File: src/rtl/cdq_pkg.sv
package cdq_pkg;

  localparam int MODE_W  = 3;
  localparam int CFG_W   = 5;
  localparam int COUNT_W = 5;

  typedef enum logic [MODE_W-1:0] {
    MODE_PUSH_FRONT = 3'd0,
    MODE_PUSH_REAR  = 3'd1,
    MODE_POP_FRONT  = 3'd2,
    MODE_POP_REAR   = 3'd3,
    MODE_PEEK       = 3'd4
  } mode_t;

  typedef struct packed {
    logic exec;
    logic load;
  } cdq_cmd_t;

endpackage

File: src/rtl/circular_double_ended_queue.sv
// Bounded circular double-ended queue of signed words.
// The input channel (in_valid, in_stall, in_mode, in_value) takes one request
// per beat: push front, push rear, pop front, pop rear or peek. The result
// channel (out_valid, out_stall, out_*) returns one beat per request with the
// success flag, front and rear words, empty and full flags and entry count,
// all as they stand after the request.
// Accepting a request updates the pointers and writes the slot. In S_READ the
// head and tail slots are read into registers, and in S_LOAD the output
// register is loaded once the output is free. The block takes no new request
// until the result of the last one is loaded (in_stall is high meanwhile).
// A finished result waits in the output register while out_stall is high,
// and the next request may already be accepted meanwhile; its result is
// held back until the waiting beat is taken.
// cfg_wr_en with cfg_wr_data sets the capacity (saturated to 1..DEPTH) and
// empties the queue. Reset sets the capacity to DEPTH and empties the queue.
module circular_double_ended_queue #(
  parameter int DEPTH     = 16,
  parameter int WORD_BITS = 32
) (
  input  logic                          clk,
  input  logic                          rst_n,
  input  logic                          in_valid,
  output logic                          in_stall,
  input  logic [cdq_pkg::MODE_W-1:0]    in_mode,
  input  logic signed [WORD_BITS-1:0]   in_value,
  output logic                          out_valid,
  input  logic                          out_stall,
  output logic                          out_success,
  output logic signed [WORD_BITS-1:0]   out_front_word,
  output logic signed [WORD_BITS-1:0]   out_rear_word,
  output logic                          out_is_empty,
  output logic                          out_is_full,
  output logic [cdq_pkg::COUNT_W-1:0]   out_entry_count,
  input  logic                          cfg_wr_en,
  input  logic [cdq_pkg::CFG_W-1:0]     cfg_wr_data
);
  import cdq_pkg::*;

  cdq_cmd_t cmd;

  cdq_ctrl u_ctrl (
    .clk       (clk),
    .rst_n     (rst_n),
    .in_valid  (in_valid),
    .in_stall  (in_stall),
    .out_valid (out_valid),
    .out_stall (out_stall),
    .cmd       (cmd)
  );

  cdq_datapath #(
    .DEPTH     (DEPTH),
    .WORD_BITS (WORD_BITS)
  ) u_datapath (
    .clk             (clk),
    .rst_n           (rst_n),
    .cmd             (cmd),
    .in_mode         (in_mode),
    .in_value        (in_value),
    .cfg_wr_en       (cfg_wr_en),
    .cfg_wr_data     (cfg_wr_data),
    .out_success     (out_success),
    .out_front_word  (out_front_word),
    .out_rear_word   (out_rear_word),
    .out_is_empty    (out_is_empty),
    .out_is_full     (out_is_full),
    .out_entry_count (out_entry_count)
  );

endmodule

File: src/rtl/cdq_ctrl.sv
module cdq_ctrl (
  input  logic              clk,
  input  logic              rst_n,
  input  logic              in_valid,
  output logic              in_stall,
  output logic              out_valid,
  input  logic              out_stall,
  output cdq_pkg::cdq_cmd_t cmd
);
  import cdq_pkg::*;

  typedef enum logic [2:0] {
    S_IDLE = 3'b001,
    S_READ = 3'b010,
    S_LOAD = 3'b100
  } state_t;

  state_t state_r, state_nxt;
  logic   out_valid_r, out_valid_nxt;
  logic   out_free;

  assign out_free  = !out_valid_r || !out_stall;
  assign in_stall  = (state_r != S_IDLE);
  assign out_valid = out_valid_r;

  always_comb begin
    state_nxt = state_r;
    cmd.exec  = 1'b0;
    cmd.load  = 1'b0;
    unique case (state_r)
      S_IDLE: begin
        if (in_valid) begin
          cmd.exec  = 1'b1;
          state_nxt = S_READ;
        end
      end
      S_READ: begin
        state_nxt = S_LOAD;
      end
      S_LOAD: begin
        if (out_free) begin
          cmd.load  = 1'b1;
          state_nxt = S_IDLE;
        end
      end
      default: begin
        state_nxt = S_IDLE;
      end
    endcase
  end

  always_comb begin
    out_valid_nxt = out_valid_r;
    if (cmd.load) begin
      out_valid_nxt = 1'b1;
    end else if (out_valid_r && !out_stall) begin
      out_valid_nxt = 1'b0;
    end
  end

  always_ff @(posedge clk) begin
    if (!rst_n) begin
      state_r     <= S_IDLE;
      out_valid_r <= 1'b0;
    end else begin
      state_r     <= state_nxt;
      out_valid_r <= out_valid_nxt;
    end
  end

  a_exec_to_read: assert property (@(posedge clk) disable iff (!rst_n)
    cmd.exec |=> (state_r == S_READ))
    else $error("Accepted request did not move on to the read cycle.");

  a_load_sets_valid: assert property (@(posedge clk) disable iff (!rst_n)
    cmd.load |=> out_valid_r)
    else $error("Loaded result was not presented.");

endmodule

File: src/rtl/cdq_datapath.sv
module cdq_datapath #(
  parameter int DEPTH     = 16,
  parameter int WORD_BITS = 32
) (
  input  logic                          clk,
  input  logic                          rst_n,
  input  cdq_pkg::cdq_cmd_t             cmd,
  input  logic [cdq_pkg::MODE_W-1:0]    in_mode,
  input  logic signed [WORD_BITS-1:0]   in_value,
  input  logic                          cfg_wr_en,
  input  logic [cdq_pkg::CFG_W-1:0]     cfg_wr_data,
  output logic                          out_success,
  output logic signed [WORD_BITS-1:0]   out_front_word,
  output logic signed [WORD_BITS-1:0]   out_rear_word,
  output logic                          out_is_empty,
  output logic                          out_is_full,
  output logic [cdq_pkg::COUNT_W-1:0]   out_entry_count
);
  import cdq_pkg::*;

  localparam int IDX_W = (DEPTH > 1) ? $clog2(DEPTH) : 1;
  localparam int CNT_W = $clog2(DEPTH + 1);
  localparam int CMP_W = (CNT_W > CFG_W) ? CNT_W : CFG_W;

  logic [WORD_BITS-1:0] mem [DEPTH];

  logic [IDX_W-1:0] head_r, head_nxt, tail_r, tail_nxt;
  logic [CNT_W-1:0] count_r, count_nxt, cap_r, cap_nxt;
  logic             ok_r, ok_nxt;
  logic [WORD_BITS-1:0] rd_front_r, rd_rear_r;

  logic [IDX_W-1:0] head_up, head_dn, tail_up, tail_dn, wr_addr, cap_last;
  logic             wr_en, full, empty;
  logic [CMP_W-1:0] cfg_ext, cap_sat_ext, count_ext;
  logic [CNT_W-1:0] cap_sat;
  mode_t            mode;

  assign mode     = mode_t'(in_mode);
  assign full     = (count_r >= cap_r);
  assign empty    = (count_r == '0);
  assign cap_last = IDX_W'(cap_r - CNT_W'(1));

  assign head_up = ((CNT_W'(head_r) + CNT_W'(1)) >= cap_r) ? '0 : head_r + IDX_W'(1);
  assign tail_up = ((CNT_W'(tail_r) + CNT_W'(1)) >= cap_r) ? '0 : tail_r + IDX_W'(1);
  assign head_dn = (head_r == '0) ? cap_last : head_r - IDX_W'(1);
  assign tail_dn = (tail_r == '0) ? cap_last : tail_r - IDX_W'(1);

  always_comb begin
    cfg_ext = CMP_W'(cfg_wr_data);
    priority if (cfg_ext == '0) begin
      cap_sat_ext = CMP_W'(1);
    end else if (cfg_ext > CMP_W'(DEPTH)) begin
      cap_sat_ext = CMP_W'(DEPTH);
    end else begin
      cap_sat_ext = cfg_ext;
    end
  end
  assign cap_sat = CNT_W'(cap_sat_ext);

  always_comb begin
    head_nxt  = head_r;
    tail_nxt  = tail_r;
    count_nxt = count_r;
    cap_nxt   = cap_r;
    ok_nxt    = ok_r;
    wr_en     = 1'b0;
    wr_addr   = head_dn;
    if (cfg_wr_en) begin
      cap_nxt   = cap_sat;
      head_nxt  = '0;
      tail_nxt  = IDX_W'(cap_sat - CNT_W'(1));
      count_nxt = '0;
    end else if (cmd.exec) begin
      ok_nxt = 1'b0;
      unique case (mode)
        MODE_PUSH_FRONT: begin
          if (!full) begin
            head_nxt  = head_dn;
            wr_en     = 1'b1;
            wr_addr   = head_dn;
            count_nxt = count_r + CNT_W'(1);
            ok_nxt    = 1'b1;
          end
        end
        MODE_PUSH_REAR: begin
          if (!full) begin
            tail_nxt  = tail_up;
            wr_en     = 1'b1;
            wr_addr   = tail_up;
            count_nxt = count_r + CNT_W'(1);
            ok_nxt    = 1'b1;
          end
        end
        MODE_POP_FRONT: begin
          if (!empty) begin
            head_nxt  = head_up;
            count_nxt = count_r - CNT_W'(1);
            ok_nxt    = 1'b1;
          end
        end
        MODE_POP_REAR: begin
          if (!empty) begin
            tail_nxt  = tail_dn;
            count_nxt = count_r - CNT_W'(1);
            ok_nxt    = 1'b1;
          end
        end
        MODE_PEEK: begin
          ok_nxt = 1'b1;
        end
        default: begin
          ok_nxt = 1'b0;
        end
      endcase
    end
  end

  always_ff @(posedge clk) begin
    if (!rst_n) begin
      head_r  <= '0;
      tail_r  <= IDX_W'(DEPTH - 1);
      count_r <= '0;
      cap_r   <= CNT_W'(DEPTH);
    end else begin
      head_r  <= head_nxt;
      tail_r  <= tail_nxt;
      count_r <= count_nxt;
      cap_r   <= cap_nxt;
    end
  end

  always_ff @(posedge clk) begin
    ok_r <= ok_nxt;
  end

  always_ff @(posedge clk) begin
    if (wr_en) begin
      mem[wr_addr] <= in_value;
    end
    rd_front_r <= mem[head_r];
    rd_rear_r  <= mem[tail_r];
  end

  assign count_ext = CMP_W'(count_r);

  always_ff @(posedge clk) begin
    if (cmd.load) begin
      out_success     <= ok_r;
      out_front_word  <= empty ? '0 : rd_front_r;
      out_rear_word   <= empty ? '0 : rd_rear_r;
      out_is_empty    <= empty;
      out_is_full     <= (count_r == cap_r);
      out_entry_count <= count_ext[COUNT_W-1:0];
    end
  end

  a_count_bounded: assert property (@(posedge clk) disable iff (!rst_n)
    count_r <= cap_r)
    else $error("Entry count exceeds capacity.");

  a_cap_range: assert property (@(posedge clk) disable iff (!rst_n)
    (cap_r != '0) && (cap_r <= CNT_W'(DEPTH)))
    else $error("Capacity register out of range.");

endmodule

File: config.mk
export PLATFORM = sky130hd
export DESIGN_NAME = circular_double_ended_queue
export DESIGN_NICKNAME = d
export VERILOG_FILES = /design/src/rtl/cdq_pkg.sv /design/src/rtl/circular_double_ended_queue.sv /design/src/rtl/cdq_ctrl.sv /design/src/rtl/cdq_datapath.sv
export SDC_FILE = /design/constraint.sdc
export NUM_CORES = 1
export LEC_CHECK = 0
export BUFFER_PORTS_ARGS = -buffer_cell sky130_fd_sc_hd__buf_2
export CORE_MARGIN = 2
export CORE_UTILIZATION = 27
export CTS_CLUSTER_SIZE = 24
export DETAILED_ROUTE_END_ITERATION = 8
export PLACE_DENSITY = 0.43
export SYNTH_ARGS = -nofsm -noshare
export SYNTH_HDL_FRONTEND = slang
export SYNTH_SLANG_ARGS = --single-unit
File: constraint.sdc
create_clock -name clk -period 10.5 [get_ports clk]
set_clock_uncertainty 0.15 [all_clocks]
set_input_delay 0.525 -clock clk [delete_from_list [all_inputs] [get_ports clk]]
set_output_delay 0.525 -clock clk [all_outputs]
set_load 0.02 [all_outputs]
==> results.tsv <==
metric	value	unit
synth_cells	1378	
finalHoldViolations	0	
ant_nets	0	
via_per_inst	4.826	
cts_max_level	3	
coreArea	0.1068	mm²
antenna_found_initial	8	
tightest_slew	1106	ps
cp.required	10620	ps
crit_family	buffers and inverters	
grt_overflow_total	0	
synth_commonest_cells	edfxtp_1 (585), mux4_2 (320), dfxtp_1 (86)	
max_cap_viol_count	0	
p_leak	0.01080	µW
cts_tree	built	
cts_resized	0	
hold_buffers	2	
synth.area.top_cells	edfxtp_1 (61%), mux4_2 (25%), dfxtp_1 (5.9%), nor2b_1 (1.4%), ha_1 (1.0%)	
worst_ep_arrival_time	5430	ps
num-fill-cells	10090	
yosysTopAreaCellShare	0.6070	
fin_nets	1594	
rsz0062_at_grt	no	
fin_hold_ws	51.87	ps
grtUsageTotal	0.1420	
yosysUniqueCellTypes	56	
crit_path_max_fanout	42	
routedWlPerCell	25.98	µm
place_ws	5163	ps
min_period_over_period	0.5049	
clk_latency	650	ps
path_cells	buf_4, ha_1, xnor2_1, inv_1, ha_1, o211ai_1, o21ai_0, nand2_1, o21ai_0, mux2i_1, nor2_4, buf_4	
syn_area	0.02894	mm²
relSlewSlack	0.2625	
hold_path_class	in -> reg	
initial_utilization	0.2711	
worst_path_max_delay_cell	buf_4	
die_area	0.1098	mm²
clkPwrFrac	0.454	
finalSetupTns	0	ps
ios	119	
internal-power	4681	µW
critical_path.max_stage_delay	850	ps
grt_max_degree	68	
path_class	reg -> reg	
critPathLaunchType	register	
firstDrtPassIters	5	
drc	0	
synth_edf_count	585	
dp_hpwl	45720	µm
switchingPower	1323	µW
powerDensity	177.5	mW/mm²
crit_buf_inv	3	
die_w	331.4	µm
postCtsSetupRepairBufs	0	
synth.largest_area_cell	edfxtp_1	
drive_gt1_frac	0.3937	
fin_ws	5198	ps
multi_input_area	0.009253	mm²
dieHeight	331.4	µm
clkTransAtPathRegs	60	ps
cts_buffers	78	
wirelength	77820	µm
grt_pass1_wl	114200	µm
seq_power_share	0.491	
ys_ff_latch	671	
placementRows	120	
min_period	5302	ps
finalMaxSlewViolations	0	
clock-sinks	671	
max_freq	188.6	MHz
synth-seq-area-share	0.6665	
drt_iter0_markers	1194	
clockBufferDepth	3	
endpoint_kind	register	
grt_pass1_vias	15830	
sw_frac_of_total	0.2204	
ir_drop	0.0001082	V
avgSynthCellArea	21.00	µm²
yosysMostFrequentCell	edfxtp_1	
cts_root_buffer	clkbuf_16	
status	finished, final reports clean	
place_congestion	0.7513	
syn-num-nets	1448	
synthFlopType	edfxtp_1	
area_growth	16.91	%
power_frac_comb	0.055	
vias	14460	
yosys_warnings	0	
port_buffers	118	
async_reset_ff_frac	0	
ff_latch_area	0.01931	mm²
setup_viol	0	
[metal layers]
metal	vias to the layer above	global-route usage	wire length, µm
met5	-	0	57
met2	367	0.2290	37280
met3	111	0.02514	3464
met4	8	0.04411	1739
met1	7817	0.1955	35270
li1	6152	-	-
[flip-flops by register name, indices dropped and copies added (netlist names), 3 cells and up]
signal                      flops
u_datapath.rd_front_r          32
u_datapath.cap_r                5
u_datapath.mem                512
u_datapath.count_ext            5
u_datapath.out_front_word      32
u_datapath.out_entry_count      5
u_datapath.rd_rear_r           32
u_datapath.tail_r               4
u_datapath.head_r               4
u_ctrl.state_r                  3
u_datapath.out_rear_word       32
[power by group through the flow]
stage | clock [µW] | combinational (µW) | sequential, µW
final | 2720 | 331 | 2950
after CTS | 2820 | 341 | 2950
after detailed placement | 0 | 340 | 3010
after floorplan | 0 | 225 | 2990
after global routing | 2920 | 361 | 2950
after global placement | 0 | 340 | 3010
[final timing paths]
path | slack, ps | cells past startpoint | from | end
hold / removal | 50 | 2 | rst_n | u_datapath.tail_r[3]
setup / recovery | 5200 | 12 | u_datapath.tail_r[0] | u_datapath.mem[4][8]
setup reg to reg | 5200 | 12 | u_datapath.tail_r[0] | u_datapath.mem[4][8]
hold reg to reg | 270 | 0 | u_datapath.ok_r | u_datapath.out_success
[cells by family after synthesis]
logic type | count (synthesis) | share of synthesized area
and+or+nand+nor | 167 | 0.03191
muxes | 329 | 0.2522
DFF | 671 | 0.6665
adders and majority gates | 25 | 0.01107
xor gates and xnor gates | 12 | 0.003632
buffers and inverters | 105 | 0.01846
AOI/OAI and AO/OA | 69 | 0.01617
[final cells by class]
cell class              count  share of cell area
clock buffers             108             0.06431
flip-flops and latches    671              0.5708
repair buffers            152             0.02515
multi-input cells         602              0.2735
inverters                  19            0.002108
well taps                1403             0.05189
clock inverters            38             0.01213
diodes                      2           0.0001479
[per-stage QoR]
| step | std cells | total power [µW] | utilization | cell area, µm² |
|---|---|---|---|---|
| after floorplan | 1378 | 3215 | - | 28940 |
| after global placement | 2845 | 3345 | 0.2925 | 31220 |
| after detailed placement | 2845 | 3346 | 0.2925 | 31220 |
| after CTS | 2993 | 6114 | 0.3169 | 33830 |
| after global routing | 2994 | 6231 | 0.3169 | 33830 |
| final | 2995 | 6005 | 0.3169 | 33830 |
[placed cells by master, fill, tap and decap left out, types with 8 or more instances in the layout]
master     synthesis  layout
a211oi_1           9       9
a21oi_1           18      17
and3_1             8       8
buf_2             25     118
buf_4              1      32
clkbuf_1          34      20
clkbuf_16          0      79
clkbuf_8           0       9
clkinv_1           0       8
clkinv_2           0      13
dfxtp_1           86      79
edfxtp_1         585     585
ha_1              24      24
inv_1             16      16
mux4_2           320     320
nand2_1           15      15
nand3_1           10      10
nor2_1            41      25
nor2_4             0      17
nor2b_1           66      66
xnor2_1           10      10
[worst reg2reg max path, stage by stage (launching register included)]
cell	delay, ps
dfxtp_4	670
buf_4	880
ha_1	370
xnor2_1	180
inv_1	100
ha_1	290
o211ai_1	80
o21ai_0	380
nand2_1	260
o21ai_0	150
mux2i_1	300
nor2_4	580
buf_4	510
Power figures use the tool's default switching activity.
